## src/rtl/mexp_pkg.sv

```systemverilog
// ----------------------------------------------------------------------------
// mexp_pkg
// Shared widths, types and register indexes of the modular exponentiation unit.
// ----------------------------------------------------------------------------
package mexp_pkg;

  localparam int BlockBits = 24;
  localparam int CntW      = $clog2(BlockBits + 1);
  localparam int RegIdxW   = 2;

  typedef logic [BlockBits-1:0] block_t;
  typedef logic [RegIdxW-1:0]   reg_idx_t;

  localparam reg_idx_t RegExponent = reg_idx_t'(0);
  localparam reg_idx_t RegModulus  = reg_idx_t'(1);

  localparam block_t ExponentReset = block_t'(1);
  localparam block_t ModulusReset  = '1;

endpackage

```

## src/rtl/mexp_modmul.sv

```systemverilog
// ----------------------------------------------------------------------------
// mexp_modmul
// Bit-serial interleaved modular multiplier: product = a * b mod m.
// One bit of a per cycle, MSB first; needs b < m, or b = 1 with any m >= 1.
// ----------------------------------------------------------------------------
module mexp_modmul
  import mexp_pkg::*;
(
  input  logic   clk_i,
  input  logic   rst_ni,
  input  logic   start_i,
  input  block_t a_i,
  input  block_t b_i,
  input  block_t m_i,
  output logic   done_o,
  output block_t product_o
);

  block_t             a_q, a_d;
  block_t             b_q, b_d;
  block_t             m_q, m_d;
  block_t             p_q, p_d;
  logic [CntW-1:0]    cnt_q, cnt_d;
  logic               done_q, done_d;

  logic [BlockBits+1:0] addend;
  logic [BlockBits+1:0] sum;
  logic [BlockBits+1:0] m1;
  logic [BlockBits+1:0] m2;
  logic [BlockBits+1:0] sub1;
  logic [BlockBits+1:0] sub2;

  // Partial remainder stays below m, so 2p + b < 3m: at most two subtractions.
  always_comb begin
    addend = a_q[BlockBits-1] ? {2'b00, b_q} : '0;
    sum    = {1'b0, p_q, 1'b0} + addend;
    m1     = {2'b00, m_q};
    m2     = {1'b0, m_q, 1'b0};
    sub1   = sum - m1;
    sub2   = sum - m2;
  end

  always_comb begin
    a_d    = a_q;
    b_d    = b_q;
    m_d    = m_q;
    p_d    = p_q;
    cnt_d  = cnt_q;
    done_d = 1'b0;
    if (start_i) begin
      a_d   = a_i;
      b_d   = b_i;
      m_d   = m_i;
      p_d   = '0;
      cnt_d = CntW'(BlockBits);
    end else if (cnt_q != '0) begin
      a_d   = {a_q[BlockBits-2:0], 1'b0};
      cnt_d = cnt_q - CntW'(1);
      priority if (sum >= m2) begin
        p_d = sub2[BlockBits-1:0];
      end else if (sum >= m1) begin
        p_d = sub1[BlockBits-1:0];
      end else begin
        p_d = sum[BlockBits-1:0];
      end
      done_d = (cnt_q == CntW'(1));
    end
  end

  always_ff @(posedge clk_i or negedge rst_ni) begin
    if (!rst_ni) begin
      cnt_q  <= '0;
      done_q <= 1'b0;
    end else begin
      cnt_q  <= cnt_d;
      done_q <= done_d;
    end
  end

  always_ff @(posedge clk_i) begin
    a_q <= a_d;
    b_q <= b_d;
    m_q <= m_d;
    p_q <= p_d;
  end

  assign done_o    = done_q;
  assign product_o = p_q;

endmodule

```

## src/rtl/modular_exponentiation_unit.sv

```systemverilog
// ----------------------------------------------------------------------------
// modular_exponentiation_unit
// Right-to-left square-and-multiply: result = message ^ exponent mod modulus.
// ----------------------------------------------------------------------------
// Usage:
//   Write the exponent (index 0) and modulus (index 1) through the cfg port
//   while the unit is idle. Reset loads exponent 1 and modulus all ones.
//   Input items arrive on message_block_i with in_valid_i / in_ready_o; one
//   result item per input leaves on result_block_o with out_valid_o /
//   out_ready_i.
//   Each item first reduces the message modulo the modulus, then walks the
//   exponent bits from LSB up: a multiply into the accumulator for each set
//   bit and a squaring of the base for each bit below the highest set one.
//   Every multiply runs on one shared bit-serial modular multiplier;
//   exponent zero or modulus zero skip it and go straight to StFinish.
//   One item is in flight at a time: in_ready_o is high only when the
//   sequencer is idle, so the next item can be taken in the cycle after
//   a result is posted. A finished result sits in the output register;
//   when the receiver stalls, the next item is still accepted and computed,
//   and then waits for the output register to empty before the unit goes
//   idle again.
// ----------------------------------------------------------------------------
module modular_exponentiation_unit
  import mexp_pkg::*;
(
  input  logic     clk_i,
  input  logic     rst_ni,
  input  logic     cfg_we_i,
  input  reg_idx_t cfg_idx_i,
  input  block_t   cfg_data_i,
  input  logic     in_valid_i,
  output logic     in_ready_o,
  input  block_t   message_block_i,
  output logic     out_valid_o,
  input  logic     out_ready_i,
  output block_t   result_block_o
);

  localparam logic [2:0] StIdle   = 3'd0;
  localparam logic [2:0] StReduce = 3'd1;
  localparam logic [2:0] StBit    = 3'd2;
  localparam logic [2:0] StMulAcc = 3'd3;
  localparam logic [2:0] StSquare = 3'd4;
  localparam logic [2:0] StFinish = 3'd5;

  logic [2:0] state_q, state_d;
  block_t     exp_key_q, exp_key_d;
  block_t     mod_key_q, mod_key_d;
  block_t     e_q, e_d;
  block_t     acc_q, acc_d;
  block_t     base_q, base_d;
  logic       out_valid_q, out_valid_d;
  block_t     result_q, result_d;

  logic   mul_start;
  block_t mul_a;
  block_t mul_b;
  logic   mul_done;
  block_t mul_prod;
  logic   in_fire;

  assign in_ready_o = (state_q == StIdle);
  assign in_fire    = in_valid_i && in_ready_o;

  always_comb begin
    exp_key_d = exp_key_q;
    mod_key_d = mod_key_q;
    if (cfg_we_i) begin
      if (cfg_idx_i == RegExponent) begin
        exp_key_d = cfg_data_i;
      end else if (cfg_idx_i == RegModulus) begin
        mod_key_d = cfg_data_i;
      end
    end
  end

  always_comb begin
    state_d     = state_q;
    e_d         = e_q;
    acc_d       = acc_q;
    base_d      = base_q;
    out_valid_d = out_valid_q && !out_ready_i;
    result_d    = result_q;
    mul_start   = 1'b0;
    mul_a       = acc_q;
    mul_b       = base_q;
    unique case (state_q)
      StIdle: begin
        if (in_fire) begin
          e_d = exp_key_q;
          if (exp_key_q == '0) begin
            acc_d   = block_t'(1);
            state_d = StFinish;
          end else if (mod_key_q == '0) begin
            acc_d   = '0;
            state_d = StFinish;
          end else begin
            // Reduce the message first: message * 1 mod m.
            acc_d     = block_t'(1);
            mul_start = 1'b1;
            mul_a     = message_block_i;
            mul_b     = block_t'(1);
            state_d   = StReduce;
          end
        end
      end
      StReduce: begin
        if (mul_done) begin
          base_d  = mul_prod;
          state_d = StBit;
        end
      end
      StBit: begin
        mul_start = 1'b1;
        if (e_q[0]) begin
          state_d = StMulAcc;
        end else begin
          mul_a   = base_q;
          state_d = StSquare;
        end
      end
      StMulAcc: begin
        if (mul_done) begin
          acc_d = mul_prod;
          // Skip the squaring after the top set bit.
          if (e_q[BlockBits-1:1] == '0) begin
            state_d = StFinish;
          end else begin
            mul_start = 1'b1;
            mul_a     = base_q;
            state_d   = StSquare;
          end
        end
      end
      StSquare: begin
        mul_a = base_q;
        if (mul_done) begin
          base_d  = mul_prod;
          e_d     = {1'b0, e_q[BlockBits-1:1]};
          state_d = StBit;
        end
      end
      StFinish: begin
        if (!out_valid_q || out_ready_i) begin
          out_valid_d = 1'b1;
          result_d    = acc_q;
          state_d     = StIdle;
        end
      end
      default: begin
        state_d = StIdle;
      end
    endcase
  end

  mexp_modmul u_modmul (
    .clk_i     (clk_i),
    .rst_ni    (rst_ni),
    .start_i   (mul_start),
    .a_i       (mul_a),
    .b_i       (mul_b),
    .m_i       (mod_key_q),
    .done_o    (mul_done),
    .product_o (mul_prod)
  );

  always_ff @(posedge clk_i or negedge rst_ni) begin
    if (!rst_ni) begin
      state_q     <= StIdle;
      exp_key_q   <= ExponentReset;
      mod_key_q   <= ModulusReset;
      out_valid_q <= 1'b0;
    end else begin
      state_q     <= state_d;
      exp_key_q   <= exp_key_d;
      mod_key_q   <= mod_key_d;
      out_valid_q <= out_valid_d;
    end
  end

  always_ff @(posedge clk_i) begin
    e_q      <= e_d;
    acc_q    <= acc_d;
    base_q   <= base_d;
    result_q <= result_d;
  end

  assign out_valid_o    = out_valid_q;
  assign result_block_o = result_q;

endmodule

```

## config.mk

```make
export PLATFORM = sky130hd
export DESIGN_NAME = modular_exponentiation_unit
export DESIGN_NICKNAME = d
export VERILOG_FILES = /design/src/rtl/mexp_pkg.sv /design/src/rtl/mexp_modmul.sv /design/src/rtl/modular_exponentiation_unit.sv
export SDC_FILE = /design/constraint.sdc
export NUM_CORES = 1
export LEC_CHECK = 0
export ABC_AREA = 1
export BUFFER_PORTS_ARGS = -buffer_cell sky130_fd_sc_hd__clkbuf_2
export CAP_MARGIN = 20
export CORE_ASPECT_RATIO = 1.4
export CORE_UTILIZATION = 60
export DETAILED_ROUTE_END_ITERATION = 8
export MAX_ROUTING_LAYER = met4
export PLACE_DENSITY = 0.86
export RECOVER_POWER = 100
export SLEW_MARGIN = 20
export SYNTH_ARGS = -nofsm -noshare
export SYNTH_HDL_FRONTEND = slang
export SYNTH_SLANG_ARGS = --single-unit
```

## constraint.sdc

```tcl
create_clock -name clk_i -period 11.3 [get_ports clk_i]
set_input_delay 1.695 -clock clk_i [delete_from_list [all_inputs] [get_ports clk_i]]
set_output_delay 1.695 -clock clk_i [all_outputs]
set_load 0.02 [all_outputs]
```

==> key figures <==
Run status
  – Failing checks: max-capacitance violations, max-slew violations
  – Outcome: complete, but fails checks

Drt
  – Final wirelength: about 40000 um
  – Initial drt markers: about 960
  – Vias per Instance: between 5 and 6
  – Mean routed wirelength per cell: 17.6 um
  – # DRC: 0
  – Post-route ant nets: 0
  – DR vias: 13000
  – DR pass1 iterations: 6

Die
  – Die Ht: between 150 and 200 um
  – # rows: a little under 70
  – Core area: between 20000 and 25000 um^2
  – DIE WIDTH: approximately 140 um
  – Ports: 81
  – Starting Density: ~61%
  – Die area: roughly 26000 um^2

CTS
  – Total clock sinks: between 200 and 300
  – Root Driver: clkbuf_16
  – # hold bufs at CTS: 0
  – CTS tree: yes
  – Bufs on Longest Clock Path: 3
  – Post-CTS sizing: 0
  – Clk pin slew, worst setup/hold paths: approximately 0.070 ns
  – Htree depth: 1
  – Number of post-CTS setup repair buffers: 0
  – TritonCTS Buffers: 24
  – Clk Latency, worst-skew pair: around 0.55 ns

STA
  – Final Slew Violations: around 230
  – Maximum clock rate: between 0.1 and 0.15 GHz
  – Worst-Margin Slew: roughly 3.3 ns
  – Hold Vio Cnt, Final: 0
  – RSZ-0062 raised after global routing: false
  – Final setup viols: 0
  – Period utilization: roughly two thirds
  – Rel. slew slack: -120%
  – Min Tclk post-route: ~7.7 ns
  – Skew final: 0.0206 ns
  – Total negative setup slack: 0 ns

Global route
  – GR Layer Usage met2: 60.5%
  – Global route hottest layer: met2
  – Global Route Usage Sum: between 30 and 40%
  – Met3 usage: under 10%
  – Initial antenna violation count: 0
  – GRT overflow: 0
  – Vias in the first global route: roughly 13000
  – Global-route wire length before repair: roughly 65000 um
  – Met1 usage: between 30% and 40%
  – Largest net degree at the start of global routing: 62

Critical path
  – Largest stage delay, worst path: slightly below 2 ns
  – R2R cell count: 11
  – Setup slack, reg-to-reg: approximately 3.8 ns
  – Slowest-stage cell, CP: nor3_1
  – Worst-path maximum fanout: 48
  – Worst setup path category: in -> reg
  – Critical path capture point type: register
  – Crit path top cell by count: inv_1
  – Critical Path AT: 7.91 ns
  – Critical path, cell by cell: clkbuf_1 -> inv_1 -> nor2_4 -> inv_1 -> nor3_1 -> inv_1 -> nand3_4 -> inv_1 -> nand2_2
  – Worst EP required: 11.47 ns
  – Crit path launch type: input port

Run
  – Max cap viols: 6

Place
  – Final Wtd Congestion: between 1 and 1.5
  – # port buffers: 80
  – Dpl hpwl: about 31000 um

Hold path
  – HP Class: reg -> reg
  – Hold Path Depth: 0

Yosys
  – Syn. warnings: 0
  – Synth cell count leaders: nand2_1 (476), inv_1 (268), nor2_1 (207), o21ai_0 (174), edfxtp_1 (168)
  – Number of synthesized register bits: 250
  – Syn_nets: a little over 2000
  – Ys async rst share: between 20% and 30%
  – Post-synth EDFFs: roughly 170
  – Yosys top cell by area: edfxtp_1
  – Top post-synthesis cells by area: edfxtp_1 (33%), nand2_1 (12%), inv_1 (6.6%)
  – Main synth FF type: edfxtp_1
  – Most frequent cell after synthesis: nand2_1
  – Synthesized area: 15200 um^2
  – Post-synth top area share: 33.1%
  – Syn Area/Cell: 8.01 um^2
  – Post-synthesis sequential area ratio: around 46%
  – Library cells used by synthesis: 49
  – Cell count after synthesis: 1903

Layout
  – Area grow syn2layout: 9.20%
  – N_diodes: 0
  – Final #Nets: around 2100
  – Layout cell share with drive strength beyond 1: ~6.9%
==> final timing paths <==
check,startpoint,to
max reg2reg,state_q[1]$_DFFE_PN0P_,u_modmul.a_q[21]$_DFFE_PP_
max,in_valid_i,u_modmul.a_q[21]$_DFFE_PP_
min reg2reg,acc_q[9]$_SDFFCE_PN0P_,result_block_o[9]$_DFFE_PP_
min,acc_q[9]$_SDFFCE_PN0P_,result_block_o[9]$_DFFE_PP_
max in group asynchronous,rst_ni,exp_key_q[19]$_DFFE_PN0P_
min in group asynchronous,rst_ni,exp_key_q[14]$_DFFE_PN0P_
==> flip-flops by register name (all words and copies together) (netlist names), 5 cells and up <==
name,count
mod_key_q,24
e_q,24
acc_q,24
base_q,24
result_block_o,24
u_modmul.b_q,24
u_modmul.product_o,24
exp_key_q,24
u_modmul.a_q,24
u_modmul.m_q,24
u_modmul.cnt_q,5
==> area by class of cell <==
| cell class | count | area, um^2 |
|---|---|---|
| clock buffers | 27 | 643 |
| clock inverters | 17 | 214 |
| fillers | 2121 | 8190 |
| inverters | 276 | 1040 |
| multi-input cells | 1321 | 6930 |
| flip-flops and latches | 250 | 7010 |
| well taps | 315 | 394 |
| repair buffers | 90 | 423 |
==> metrics by stage <==
stage	std cells	util, %	instance area [um^2]	hold slack [ns]	worst slack, ns
after CTS	2296	67.4	16700	0.475	5.83
after floorplan	1903	-	15200	0.437	7.48
after detailed placement	2252	63.9	15900	0.458	5.55
after global placement	2252	63.9	15900	0.453	5.73
final	2296	67.0	16700	0.471	3.56
after global routing	2296	67.0	16700	0.489	2.78
==> layer usage <==
metal / share of wire (%) / vias to the layer above
li1: - / 6394
met1: 37 / 6044
met2: 53 / 503
met3: 5.2 / 107
met4: 4.9 / 0
met5: 0 / -
==> cell usage in the layout, fill, tap and decap left out, drive strengths merged, types with 3 or more instances in the layout <==
cell	Yosys	layout
nand3	45	45
o211ai	5	5
fa	3	3
nand2	484	484
nor4	5	5
or2	3	3
inv	276	280
xnor2	20	20
clkinvlp	0	3
nand4	43	43
nor3	16	16
buf	25	5
bufinv	0	3
dfxtp	24	24
a21o	7	7
o21bai	11	11
a31oi	5	5
clkbuf	31	112
o21ai	184	184
ha	74	74
edfxtp	168	168
o21a	3	3
xor2	39	39
nor2	222	222
a41oi	23	23
a21oi	117	117
clkinv	0	7
dfrtp	33	33
and2	4	4
dfstp	25	25
nand3b	3	3
==> critical path, delay by kind of cell <==
| kind | cells | cell delay (ns) |
|---|---|---|
| buf+inv | 5 | 2.50 |
| simple gates | 4 | 3.65 |
==> cell families after synthesis <==
logic type	synth area share [%]
buf+inv	8.56
flops	46.0
compound gates	12.9
xor+xnor	3.39
simple gates	22.7
fa+ha+maj	6.47
Power is left out: the tool's default activity adds up to more than one toggle a clock period on the data nets, which glitch-free logic cannot reach.
